==> src/rtl/bfd_pkg.sv <==
// ============================================================================
// bfd_pkg : shared types and constants of the box filter downscaler
// Result record passed from the accumulator to the divider, queue depth and
// the reciprocal table used to divide a block sum by the block area.
// ============================================================================
`default_nettype none

package bfd_pkg;

    localparam int DIV_IN_W    = 16;
    localparam int RECIP_W     = 25;
    localparam int RECIP_SHIFT = 24;
    localparam int RECIP_IDX_W = 5;
    localparam int QUEUE_DEPTH = 4;
    localparam int DEF_MAX_WIDTH = 4096;
    localparam int DEF_MAX_BLOCK = 8;
    localparam logic [3:0]  BLOCK_SIZE_RST   = 4'd2;
    localparam logic [12:0] SOURCE_WIDTH_RST = 13'd640;

    typedef enum logic [0:0] {
        REG_BLOCK_SIZE   = 1'b0,
        REG_SOURCE_WIDTH = 1'b1
    } reg_index_t;

    typedef struct packed {
        logic [DIV_IN_W-1:0] red_sum;
        logic [DIV_IN_W-1:0] green_sum;
        logic [DIV_IN_W-1:0] blue_sum;
        logic                row_end;
    } result_t;

    // ceil(2^24 / (n*n)); exact quotient for any 16-bit sum
    function automatic logic [RECIP_W-1:0] recip(input logic [RECIP_IDX_W-1:0] n);
        logic [RECIP_W-1:0] r;
        unique case (n)
            5'd1:    r = 25'd16777216;
            5'd2:    r = 25'd4194304;
            5'd3:    r = 25'd1864136;
            5'd4:    r = 25'd1048576;
            5'd5:    r = 25'd671089;
            5'd6:    r = 25'd466034;
            5'd7:    r = 25'd342393;
            5'd8:    r = 25'd262144;
            5'd9:    r = 25'd207127;
            5'd10:   r = 25'd167773;
            5'd11:   r = 25'd138655;
            5'd12:   r = 25'd116509;
            5'd13:   r = 25'd99274;
            5'd14:   r = 25'd85599;
            5'd15:   r = 25'd74566;
            5'd16:   r = 25'd65536;
            default: r = 25'd0;
        endcase
        return r;
    endfunction

endpackage

`default_nettype wire

==> src/rtl/bfd_queue.sv <==
// ============================================================================
// bfd_queue : short result queue between accumulator and divider
// Register-based FIFO with level output.
// ============================================================================
`default_nettype none

module bfd_queue #(
    parameter int DEPTH = bfd_pkg::QUEUE_DEPTH
) (
    input  wire logic                       clk,
    input  wire logic                       rst_n,
    input  wire logic                       push,
    input  wire bfd_pkg::result_t           data,
    input  wire logic                       pop,
    output bfd_pkg::result_t                head,
    output logic                            empty,
    output logic [$clog2(DEPTH+1)-1:0]      level
);

    localparam int PW = (DEPTH > 1) ? $clog2(DEPTH) : 1;
    localparam int LW = $clog2(DEPTH+1);

    bfd_pkg::result_t mem [DEPTH];
    logic [PW-1:0] wr_ptr_reg, rd_ptr_reg;
    logic [LW-1:0] count_reg;

    always_ff @(posedge clk or negedge rst_n)
    begin
        if (!rst_n)
        begin
            wr_ptr_reg <= '0;
            rd_ptr_reg <= '0;
            count_reg  <= '0;
        end
        else
        begin
            if (push)
            begin
                wr_ptr_reg <= (wr_ptr_reg == PW'(DEPTH-1)) ? '0 : wr_ptr_reg + 1'b1;
            end
            if (pop)
            begin
                rd_ptr_reg <= (rd_ptr_reg == PW'(DEPTH-1)) ? '0 : rd_ptr_reg + 1'b1;
            end
            unique case ({push, pop})
                2'b10:   count_reg <= count_reg + 1'b1;
                2'b01:   count_reg <= count_reg - 1'b1;
                default: count_reg <= count_reg;
            endcase
        end
    end

    always_ff @(posedge clk)
    begin
        if (push)
        begin
            mem[wr_ptr_reg] <= data;
        end
    end

    assign head  = mem[rd_ptr_reg];
    assign empty = count_reg == '0;
    assign level = count_reg;

    a_no_overflow: assert property (@(posedge clk) disable iff (!rst_n)
        !(push && !pop && count_reg == LW'(DEPTH)))
        else $error("result queue overflow");

    a_no_underflow: assert property (@(posedge clk) disable iff (!rst_n)
        !(pop && count_reg == '0))
        else $error("result queue underflow");

endmodule

`default_nettype wire

==> config.mk <==
export PLATFORM = sky130hd
export DESIGN_NAME = bfd_queue
export DESIGN_NICKNAME = d
export VERILOG_FILES = /design/src/rtl/bfd_pkg.sv /design/src/rtl/bfd_queue.sv
export SDC_FILE = /design/constraint.sdc
export NUM_CORES = 1
export LEC_CHECK = 0
export ABC_AREA = 1
export ABC_CLOCK_PERIOD_IN_PS = 2000
export BUFFER_PORTS_ARGS = -buffer_cell sky130_fd_sc_hd__clkbuf_2
export CAP_MARGIN = 20
export CORE_MARGIN = 2
export CORE_UTILIZATION = 52
export CTS_CLUSTER_SIZE = 12
export DETAILED_ROUTE_END_ITERATION = 10
export HOLD_SLACK_MARGIN = 0.05
export PLACE_DENSITY = 0.76
export RECOVER_POWER = 100
export SLEW_MARGIN = 10
export SYNTH_ARGS = -nofsm -noshare
export SYNTH_HDL_FRONTEND = slang
export SYNTH_SLANG_ARGS = --single-unit
==> constraint.sdc <==
create_clock -name clk -period 2 [get_ports clk]
set_input_delay 0.1 -clock clk [delete_from_list [all_inputs] [get_ports clk]]
set_output_delay 0.1 -clock clk [all_outputs]
set_load 0.05 [all_outputs]
== After elaboration in Yosys (flattened, before gate mapping) ==
Memories as Yosys holds them, arrays and structs flattened.
Index checks and enable logic that the tools add are counted.
Word-level totals
  output and inout port bits: 53
  memories kept: 1
  register bits: 7
  memory bits (writable): 196
  logic and storage cells: 19
  input port bits: 53
Memories
  mem: depth 4, bits a word 49, read ports 1, clocked after memory_dff 0, write ports 1, line bfd_queue.sv:23  | bfd_pkg::result_t mem [DEPTH];
Cells by class
  reduce and logical (&&, ||, !) cells: 2
  equal/unequal tests: 4
  multiplexer cells: 5
  add/sub/neg operators: 4
Operators with widths (number)
  $eq A2 B2 Y1 const B: 3
  $pmux W3 S2: 1
  $add A2 B1 Y2 const B: 2
  $mux W2: 2
  $add A3 B1 Y3 const B: 1
  $logic_not A3 Y1: 1
  $sub A3 B1 Y3 const B: 1
  $eq A2 B1 Y1 const B: 1
  $mux W1: 2
  $reduce_bool A2 Y1: 1

== Depth between registers and ports, before layout ==
  depth after elaboration: 2
  mapped depth: 10
  mapped depth without buffers: 9

== Worst setup path after synthesis ==
No wires, ideal clock.
  path type: register to register
  from: register wr_ptr_reg[0]
  to: memory mem[2][0] (netlist name) (enable)
  setup time: 403 ps
  clock period less this slack: 2040 ps
  data required time: 1597 ps
  stages on the path, launching flop included: 5
  path slack: -40 ps
  arrival: 1637 ps
  cell sequence: dfrtp_1 -> inv_1 -> ha_1 -> nand2_1 -> inv_1
RTL lines
  start, declared: line bfd_queue.sv:24  | logic [PW-1:0] wr_ptr_reg, rd_ptr_reg;
  start signal, assigned: line bfd_queue.sv:39  | wr_ptr_reg <= (wr_ptr_reg == PW'(DEPTH-1)) ? '0 : wr_ptr_reg + 1'b1;
  end, declared: line bfd_queue.sv:23
No word-level cell before the write port.

==> impl_metrics.csv <==
group,metric,value,unit
run_status,status,"finished, final reports clean",
global_route,overflow,0,
route,vias,5140,
finish,synthToLayoutAreaGrowth,24.9,%
synthesis,synth_top_area_frac,0.718,
global_route,grt_max_degree,51,
floorplanning,io_pins,106,
cts,cts.clk_slew.worst_paths,60,ps
route,wl,16400,um
synthesis,yosys_most_used_dff,"edfxtp_1",
critical_path,cp-end-kind,"output port",
floorplanning,fp.dieH,130,um
synthesis,synthTopCellsByArea,"edfxtp_1, o211ai_1, nand2_1",
cts,cts_buffers,21,
finish,fin_area,0.0102,mm^2
floorplanning,start_util,0.535,
synthesis,synthArstFlopShare,0.0345,
synthesis,synth_seq_area_share,0.740,
placed_design,io_buffers,105,
global_route,grt_antenna_before_repair,0,
synthesis,synthTopCellsByCount,"edfxtp_1, nand2_1, inv_1",
route,wire_per_inst,16.3,um
route,drc,0,
finish,diodes,0,
cts,clk_path_buf_depth,3,
critical_path,worst-setup-path-type,"register to output port",
floorplanning,coreArea,0.0153,mm^2
power_and_ir_drop,power_leakage,4.06,nW
synthesis,synth_edf_count,196,
sta,post-route-period-util,0.963,
critical_path,critPathArrivalTime,1830,ps
floorplanning,die_area,0.0168,mm^2
route,via_per_inst,5.09,
finish,largest_reg_flops,196,
placed_design,dp_slack,370,ps
route,drtIter0Drc,304,
power_and_ir_drop,p_per_area,1570,mW/mm^2
sta,holdWs,405,ps
cts,h-tree-depth,1,
power_and_ir_drop,irDropWorstVdd,886,uV
placed_design,dp_hpwl,9360,um
sta,max_freq,519,MHz
synthesis,avgSynthCellArea,13.1,um^2
route,ant_nets,0,
route,dr.pass1.iters,5,
global_route,grt_pass1_vias,5243,
sta,fin_ws,74.6,ps
sta,fin_crit,1930,ps
synthesis,synth_cell_types,19,
sta,setup_viol,0,
floorplanning,rows,45,
critical_path,critPathLaunchType,"register",
power_and_ir_drop,p_total,16.1,mW
global_route,grt_usage,0.202,
sta,hold_viol,0,
synthesis,synth.net_count,685,
synthesis,synth_most_common_cell,"edfxtp_1",
hold_path,hold_class,"input port to register",
finish,drive_gt1_frac,0.124,
sta,tightest_slew,806,ps
sta,relSlewSlack,0.462,
cts,clock_latency,490,ps
cts,root_buffer,"clkbuf_16",
global_route,grt_pass1_wl,25900,um
flow_run,cap_violations,0,
finish,top_register,"mem",
critical_path,cp.required,1900,ps
cts,clkSinkCount,203,
sta,rsz0062_at_grt,"yes",
critical_path,path_max_fanout,45,
finish,layout.nets,851,
synthesis,syn_area,0.00820,mm^2
synthesis,synth_top_cell_by_area,"edfxtp_1",
placed_design,detailed_place.area,0.00911,mm^2
cts,cts_tree,"built",
synthesis,syn_inst,625,
floorplanning,die_w,130,um
synthesis,ys_warn_count,0,
finish,final_util,0.668,
sta,slew_violations,0,
synthesis,ys_ff_latch,203,
placed_design,place.gp.congestion,0.722,
sta,fin_skew,7.10,ps
## area by class of cell
| type | count | area, um^2 |
|---|---|---|
| Timing Repair inverter | 1 | 8.76 |
| Tap cell | 211 | 264 |
| Clock buffer | 27 | 548 |
| Inverter | 113 | 454 |
| Sequential cell | 203 | 6060 |
| Multi-Input combinational cell | 276 | 1490 |
| Clock inverter | 4 | 21.3 |
| Timing Repair Buffer | 175 | 1390 |
| Fill cell | 1138 | 5080 |
## stage by stage
step / cells / setup TNS [ps]
floorplan: 625 / 0
global placement: 923 / 0
detailed placement: 923 / 0
CTS: 1010 / 0
global route: 1010 / -43.3
finish: 1010 / 0
## critical path, stage by stage, from the launching register on
cell	delay, ps
dfrtp_2	480
inv_16	140
buf_12	210
o211ai_1	130
nand2_1	100
buf_2	260
## path summary, 6_finish.rpt
check / from / end / slack (ps) / depth (start not counted)
worst max register to register: wr_ptr_reg[0]$_DFFE_PN0P_ / mem[3][46]$_DFFE_PP_ / 180 / 4
min in group asynchronous: rst_n / level[1]$_DFFE_PN0P_ / 590 / 3
max in group asynchronous: rst_n / rd_ptr_reg[1]$_DFFE_PN0P_ / 1130 / 3
worst min register to register: level[1]$_DFFE_PN0P_ / level[1]$_DFFE_PN0P_ / 550 / 2
worst min-delay path: pop / rd_ptr_reg[0]$_DFFE_PN0P_ / 400 / 3
worst max-delay path: rd_ptr_reg[0]$_DFFE_PN0P_ / head[40] / 70 / 5
## logic make-up (layout without fill, tap and decap cells)
family,count (synthesis),count (layout),share of synthesized area
adders and majority gates,7,7,0.0116
buffers and inverters,146,320,0.0788
xor gates and xnor gates,1,1,0.00107
and+or+nand+nor,165,165,0.0762
DFF,203,203,0.740
AOI/OAI and AO/OA,103,103,0.0928
## report_power, final
part	total [mW]	leakage (nW)	switching (mW)	internal (mW)
Sequential	5.69	1.88	0.226	5.47
Clock	3.33	0.277	1.42	1.91
Combinational	7.10	1.90	5.09	2.01
Total	16.1	4.06	6.73	9.38
## what timing repair did
item                                   4_1_cts  5_1_grt
buffers inserted                             1        0
hold buffers                                53        0
gates cloned                                 2        0
endpoints found under the hold margin      207        0
resized for setup                           23       20
setup endpoints to repair                   49       26
pin swaps                                    1        1
## cell usage in the layout, fill, tap and decap left out, types with 2 or more instances in the layout
master and n:
o211ai_1 98, nor2_1 2, clkbuf_2 21, edfxtp_1 196, buf_2 15, ha_1 6
clkinv_1 2, dfrtp_1 5, clkbuf_4 12, clkinvlp_4 3, nand2_1 160, clkbuf_1 60
clkbuf_16 21, inv_6 2, buf_8 2, o21ai_0 4, inv_1 108, clkbuf_8 3
dlygate4sd3_1 53, buf_16 3, dfrtp_2 2, buf_12 11
## routing by layer
metal  track usage  share of wire
met5             0              0
met4        0.0588          0.019
met3        0.0396          0.046
met2         0.371           0.53
met1         0.243           0.41
No activity file was read; power rests on OpenSTA's default activity.
