<file path="config.mk">
export PLATFORM = sky130hd
export DESIGN_NAME = bfd_back
export DESIGN_NICKNAME = d
export VERILOG_FILES = /design/src/rtl/bfd_pkg.sv /design/src/rtl/bfd_back.sv
export SDC_FILE = /design/constraint.sdc
export NUM_CORES = 2
export LEC_CHECK = 0
export BUFFER_PORTS_ARGS = -buffer_cell sky130_fd_sc_hd__clkbuf_2
export CORE_ASPECT_RATIO = 0.8
export CORE_UTILIZATION = 70
export DETAILED_ROUTE_END_ITERATION = 10
export PLACE_DENSITY_LB_ADDON = 0.15
export SYNTH_ARGS = -nofsm -noshare
export SYNTH_HDL_FRONTEND = slang
export SYNTH_SLANG_ARGS = --single-unit
export TNS_END_PERCENT = 10
</file>
<file path="constraint.sdc">
create_clock -name clk -period 4.5 [get_ports clk]
set_clock_uncertainty 0.2 [all_clocks]
set_input_delay 0.675 -clock clk [delete_from_list [all_inputs] [get_ports clk]]
set_output_delay 0.675 -clock clk [all_outputs]
set_load 0.03 [all_outputs]
</file>
<file path="src/rtl/bfd_pkg.sv">
// ============================================================================
// bfd_pkg : shared types and constants of the box filter downscaler
// Result record passed from the accumulator to the divider, queue depth and
// the reciprocal table used to divide a block sum by the block area.
// ============================================================================
`default_nettype none

package bfd_pkg;

    localparam int DIV_IN_W    = 16;
    localparam int RECIP_W     = 25;
    localparam int RECIP_SHIFT = 24;
    localparam int RECIP_IDX_W = 5;
    localparam int QUEUE_DEPTH = 4;
    localparam int DEF_MAX_WIDTH = 4096;
    localparam int DEF_MAX_BLOCK = 8;
    localparam logic [3:0]  BLOCK_SIZE_RST   = 4'd2;
    localparam logic [12:0] SOURCE_WIDTH_RST = 13'd640;

    typedef enum logic [0:0] {
        REG_BLOCK_SIZE   = 1'b0,
        REG_SOURCE_WIDTH = 1'b1
    } reg_index_t;

    typedef struct packed {
        logic [DIV_IN_W-1:0] red_sum;
        logic [DIV_IN_W-1:0] green_sum;
        logic [DIV_IN_W-1:0] blue_sum;
        logic                row_end;
    } result_t;

    // ceil(2^24 / (n*n)); exact quotient for any 16-bit sum
    function automatic logic [RECIP_W-1:0] recip(input logic [RECIP_IDX_W-1:0] n);
        logic [RECIP_W-1:0] r;
        unique case (n)
            5'd1:    r = 25'd16777216;
            5'd2:    r = 25'd4194304;
            5'd3:    r = 25'd1864136;
            5'd4:    r = 25'd1048576;
            5'd5:    r = 25'd671089;
            5'd6:    r = 25'd466034;
            5'd7:    r = 25'd342393;
            5'd8:    r = 25'd262144;
            5'd9:    r = 25'd207127;
            5'd10:   r = 25'd167773;
            5'd11:   r = 25'd138655;
            5'd12:   r = 25'd116509;
            5'd13:   r = 25'd99274;
            5'd14:   r = 25'd85599;
            5'd15:   r = 25'd74566;
            5'd16:   r = 25'd65536;
            default: r = 25'd0;
        endcase
        return r;
    endfunction

endpackage

`default_nettype wire

</file>
<file path="src/rtl/bfd_back.sv">
// ============================================================================
// bfd_back : block average and output stage
// Divides the three block sums by the block area through a reciprocal
// multiply and holds the result transaction until it is popped.
// ============================================================================
`default_nettype none

module bfd_back #(
    parameter int MAX_BLOCK = bfd_pkg::DEF_MAX_BLOCK
) (
    input  wire logic                           clk,
    input  wire logic                           rst_n,
    input  wire logic [$clog2(MAX_BLOCK+1)-1:0] n,
    input  wire logic                           q_empty,
    input  wire bfd_pkg::result_t               q_head,
    output logic                                q_pop,
    output logic [7:0]                          red_out,
    output logic [7:0]                          green_out,
    output logic [7:0]                          blue_out,
    output logic                                row_end,
    output logic                                empty,
    input  wire logic                           pop
);

    localparam int PROD_W = bfd_pkg::DIV_IN_W + bfd_pkg::RECIP_W;
    localparam int SH     = bfd_pkg::RECIP_SHIFT;

    logic [bfd_pkg::RECIP_W-1:0] rcp;
    logic [PROD_W-1:0]           red_prod, green_prod, blue_prod;
    logic                        out_valid_reg;

    assign rcp        = bfd_pkg::recip(bfd_pkg::RECIP_IDX_W'(n));
    assign red_prod   = PROD_W'(q_head.red_sum)   * PROD_W'(rcp);
    assign green_prod = PROD_W'(q_head.green_sum) * PROD_W'(rcp);
    assign blue_prod  = PROD_W'(q_head.blue_sum)  * PROD_W'(rcp);

    assign q_pop = !q_empty && (!out_valid_reg || pop);

    always_ff @(posedge clk or negedge rst_n)
    begin
        if (!rst_n)
        begin
            out_valid_reg <= 1'b0;
        end
        else if (q_pop)
        begin
            out_valid_reg <= 1'b1;
        end
        else if (pop)
        begin
            out_valid_reg <= 1'b0;
        end
    end

    always_ff @(posedge clk)
    begin
        if (q_pop)
        begin
            red_out   <= red_prod[SH+7:SH];
            green_out <= green_prod[SH+7:SH];
            blue_out  <= blue_prod[SH+7:SH];
            row_end   <= q_head.row_end;
        end
    end

    assign empty = !out_valid_reg;

    a_load_shows: assert property (@(posedge clk) disable iff (!rst_n)
        q_pop |=> out_valid_reg)
        else $error("loaded result not presented");

endmodule

`default_nettype wire

</file>
-- After elaboration in Yosys (flattened, before gate mapping)
Memories as Yosys holds them, arrays and structs flattened.
Cells that the tools add are included.
Widths: inputs -> output; s select.
- latch bits: 0
- RAM bits: 0
- memories kept: 1
- memory bits (read-only): 368
- register bits: 26
- input port bits: 57
- output and inout port bits: 27
- word-level logic and storage cells: 16
- shift operators: 0
- bitwise operators: 0
- $mul: 3
- $lt $le $gt $ge: 0
- equality and inequality tests: 0
- reduce and logical (&&, ||, !) cells: 5
- mux-type cells: 2
- divide/modulo/power cells: 0
- add/sub/neg operators: 0
- memories (name ; depth ; bits a word ; read ports ; clocked after memory_dff ; write ports ; RTL line ; text):
    (name not given) ; 16 ; 23 ; 1 ; 0 ; 0 ; bfd_pkg.sv:35 ; unique case (n)
- operator list (kind ; count):
    $mul 16x25->32 ; 3
    $logic_not 1->1 ; 2
    $mux 1 ; 2
    $reduce_bool 2->1 ; 1
    $logic_and 1x1->1 ; 1
    $logic_or 1x1->1 ; 1

-- Depth between registers and ports, before layout
- depth in word-level cells: 4
- mapped depth: 30
- depth with buffers taken out: 27

-- Least setup slack after synthesis
OpenSTA, ideal clock, no wires.
- path kind: input-to-reg
- start: in n[0]
- end: reg green_out[4], data pin
- arrival: 7250 ps
- path buffers: 3
- setup time: 265 ps
- required time: 4035 ps
- cell stages on the path: 26
- setup slack: -3215 ps
- path through: buf_4 > inv_1 > ha_1 > nor3b_1 > nand2b_1 > clkbuf_1 > clkbuf_1 > nand2_1 > fa_1 > inv_1 > fa_1 > fa_1 > fa_1 > fa_1 > inv_1 > fa_1 > inv_1 > ha_1 > and3_1 > a221oi_1 > nor2b_1 > or4_1 > o211ai_1 > nand2b_1 > a211oi_1 > nor3_1
- cells in the longest elaborated chain, start to end: 2
- RTL lines (item ; RTL line ; text):
    from (decl) ; bfd_back.sv:13 ; input wire logic [$clog2(MAX_BLOCK+1)-1:0] n,
    $mem_v2 16x23 ; - ;
    $mul 16x25->32 ; bfd_back.sv:34 ; assign green_prod = PROD_W'(q_head.green_sum) * PROD_W'(rcp);
    named net green_prod[28] ; bfd_back.sv:29 ; logic [PROD_W-1:0] red_prod, green_prod, blue_prod;
    to (signal assigned) ; bfd_back.sv:60 ; green_out <= green_prod[SH+7:SH];
    to (decl) ; bfd_back.sv:18 ; output logic [7:0] green_out,
The timed path passes the listed nets, and every way through them passes these cells.
A chain may end at the register's enable or synchronous reset.

-- Worst setup path in the final report
- start: in n[0]
- end: reg green_out[3], data pin
Same word-level chain as after synthesis.

==> key figures <==
Timing
  – Final setup fails: 24
  – Least-Margin Pin Slew: 871.7 ps
  – Max Freq: 134.9 MHz
  – Max Slew Vio Count: 0
  – Final Cycle Share: 164.7%
  – Fin crit period: 7414 ps
  – RSZ-0062 raised after global routing: yes
  – Slew headroom: 41.63%
  – Final Hold Vio Count: 0
  – Post-route setup slack: -2914 ps

Critical path
  – WS Path Type: input pin to flip-flop
  – Reg-to-Reg End: green_out[5]
  – Slowest-stage cell, CP: fa_1
  – Endpoint class of the critical path: flip-flop
  – Reg-to-reg slack, setup: 2600 ps
  – Top cell by count, worst path: fa_1
  – Crit path max fanout: 11
  – Req. time, crit path: 4350 ps
  – Max incr delay on CP: 550 ps
  – CP arrival: 7270 ps
  – Startpoint Class: input pin
  – Reg2reg path depth: 2
  – Buf/Inv on CP: 7
  – Crit-path leading delay family: adder cells
  – RR Startpoint: out_valid_reg

Drt
  – Total Routed Length: 87300 microns
  – 1st-iter DRT viols: 2507
  – First drt pass iteration count: 5
  – Per-cell routed wire length: 19.70 microns
  – Vias/cell: 5.698
  – DR DRC count: 0
  – Detail Route Antenna Nets: 0
  – Via count: 25248

Final layout
  – Synth-to-Final Area Change: 16.96%
  – Fraction of layout cells with a size suffix above 1: 17.37%
  – Layout Nets: 4945
  – Final Cell Area: 36690 sq um
  – Finished Core Util: 84.06%
  – Filler cells: 2388
  – Biggest regs: blue_out (8), green_out (8), red_out (8)

Power and ir drop
  – Maximum VDD drop: 0.9964 mV
  – Total power draw: 24.56 mW
  – Cell Pwr Density: 669.5 nW/um^2
  – Leak: 18.63 nW

Synthesis
  – Yosys warning count: 0
  – FF+latch count, synth: 26
  – Net Count, Synth: 4625
  – Synth Flop Type: edfxtp_1
  – Register area share after synthesis: 2.473%
  – Cell area after synthesis: 31370 sq um
  – Yosys top cell by area: fa_1
  – EDFF count, synth: 25
  – Ys async rst share: 3.846%
  – Number of distinct library cells after synthesis: 66
  – Post-Synthesis Cells: 3516
  – Synth area leaders: fa_1, inv_1, ha_1
  – Syn_area_per_cell: 8.922 sq um
  – Post-synth top area share: 51.50%

Job
  – Max-cap violations: 0

Floorplanning
  – Die H: 191.4 microns
  – Die area: 45670 sq um
  – Rows: 68
  – Core area: 43650 sq um
  – DIE WIDTH: 238.7 microns
  – Starting Density: 71.88%
  – I/O pins: 84

Placement
  – DP HPWL: 68390 microns
  – GP Congestion: 0.9734
  – Placed cell areas: 35210 sq um
  – Port bufs: 83

Clocking
  – Number of H-tree levels: 1
  – CTS tree: built
  – Worst-Skew Late Latency: 300 ps
  – Sink Count: 26
  – Clk slew on worst S/H paths: 90 ps
  – Clk buf depth: 2
  – Clk root buf: clkbuf_16
  – Inserted Clock Buffers: 3

GRT
  – GR Util All Layers: 39.69%
  – Largest net degree at the start of global routing: 32
  – Initial antenna violation count: 2
  – Number of global-route vias before repair: 27894
  – Total gr overflow: 0
  – First-pass GRT wire length: 140200 microns

Status
  – Failing checks: negative setup slack
  – Outcome: finished with violations

Min path
  – Hold Path Cell Cnt: 1
  – Hold Path End: row_end
  – Hold_sp: q_head[0]
  – Hold Path Class: input pin to flip-flop
[cell type report]
type | instances | area (sq um) | share of cell area [%]
repair buffers | 516 | 4428 | 12.07
diodes | 1 | 2.502 | 0.006820
clock inverters | 1 | 30.03 | 0.08184
multi-input cells | 2393 | 27260 | 74.30
inverters | 896 | 3373 | 9.194
well taps | 595 | 744.5 | 2.029
clock buffers | 3 | 75.07 | 0.2046
flip-flops and latches | 26 | 775.7 | 2.114
[synth_stat cells (8+ instances only)]
cell	number
a21o_1	21
a21oi_1	32
and2_1	448
and3_1	32
buf_2	8
clkbuf_1	190
edfxtp_1	25
fa_1	807
ha_1	245
inv_1	896
nand2_1	569
nand3_1	9
nor2_1	19
nor3_1	15
o21ai_0	25
xnor2_1	53
xor2_1	12
[report_power, final]
group          switching, mW  total, mW  internal (mW)
clock network          0.129      0.308          0.179
logic                   12.7       23.5           10.9
registers             0.0445      0.726          0.681
total                   12.9       24.6           11.7
[how the worst max path moves through the flow]
stage	start	end	slack (ps)	cells past startpoint
finish	n[0]	green_out[3]	-2910	26
global route	n[0]	green_out[3]	-3050	29
CTS	n[1]	green_out[4]	-2630	27
detailed placement	n[1]	red_out[0]	-3330	26
global placement	n[1]	red_out[0]	-3210	26
floorplan	n[2]	blue_out[7]	-2500	29
[per-stage QoR]
step / hold WS, ps / worst slack, ps / instances / TNS [ps]
2_1_floorplan: 179.4 / -2499 / 3516 / -55340
3_3_place_gp: 249.7 / -3214 / 4357 / -71160
3_5_place_dp: 250.8 / -3326 / 4357 / -74070
4_1_cts: 342.9 / -2630 / 4403 / -59440
5_1_grt: 347.6 / -3052 / 4431 / -68010
6_report: 340.2 / -2914 / 4431 / -63650
[timing repair]
item                                    in CTS  in global routing
hold buffers                                 1                  0
buffers inserted                            38                 30
pin swaps                                   60                 62
resized for setup                          112                 39
endpoints found under the setup margin      24                 24
cloned                                       4                  0
endpoints found under the hold margin        1                  0
[metal layers]
layer	up-vias	track usage [%]	part of all wire [%]
met5	-	0	0.015
met4	2	16.94	5.1
met3	376	7.235	10
met2	1484	65.04	48
met1	12695	52.36	37
li1	10691	-	-
[cell families (layout without fill, tap and decap cells)]
kind of cell    count (synthesis)  after routing  synth area share [%]
simple gates                 1140           1140                 18.15
compound gates                133            133                 3.003
buf+inv                      1097           1416                 13.19
other cells                     0              1                     0
xor+xnor                       65             65                 1.815
fa+ha+maj                    1052           1052                 61.27
mux                             3              3               0.09572
flops                          26             26                 2.473
[cell usage in the layout, fill, tap and decap left out, types with 7 or more instances in the layout]
cell type / synthesis / final
nand3_1: 9 / 7
fa_2: 0 / 22
a21oi_2: 3 / 10
nand2_1: 569 / 564
and3_1: 32 / 29
buf_6: 1 / 15
xnor2_1: 53 / 53
fa_1: 807 / 785
nor2_1: 19 / 13
a21o_1: 21 / 18
buf_4: 1 / 365
and2_1: 448 / 444
buf_12: 0 / 45
clkbuf_2: 0 / 80
o21ai_0: 25 / 18
a21oi_1: 32 / 19
edfxtp_1: 25 / 25
ha_4: 0 / 15
nor3_1: 15 / 12
ha_1: 245 / 228
nand4_1: 7 / 7
inv_1: 896 / 884
inv_2: 0 / 10
xor2_1: 12 / 11
(Power assumes the default switching activity.)
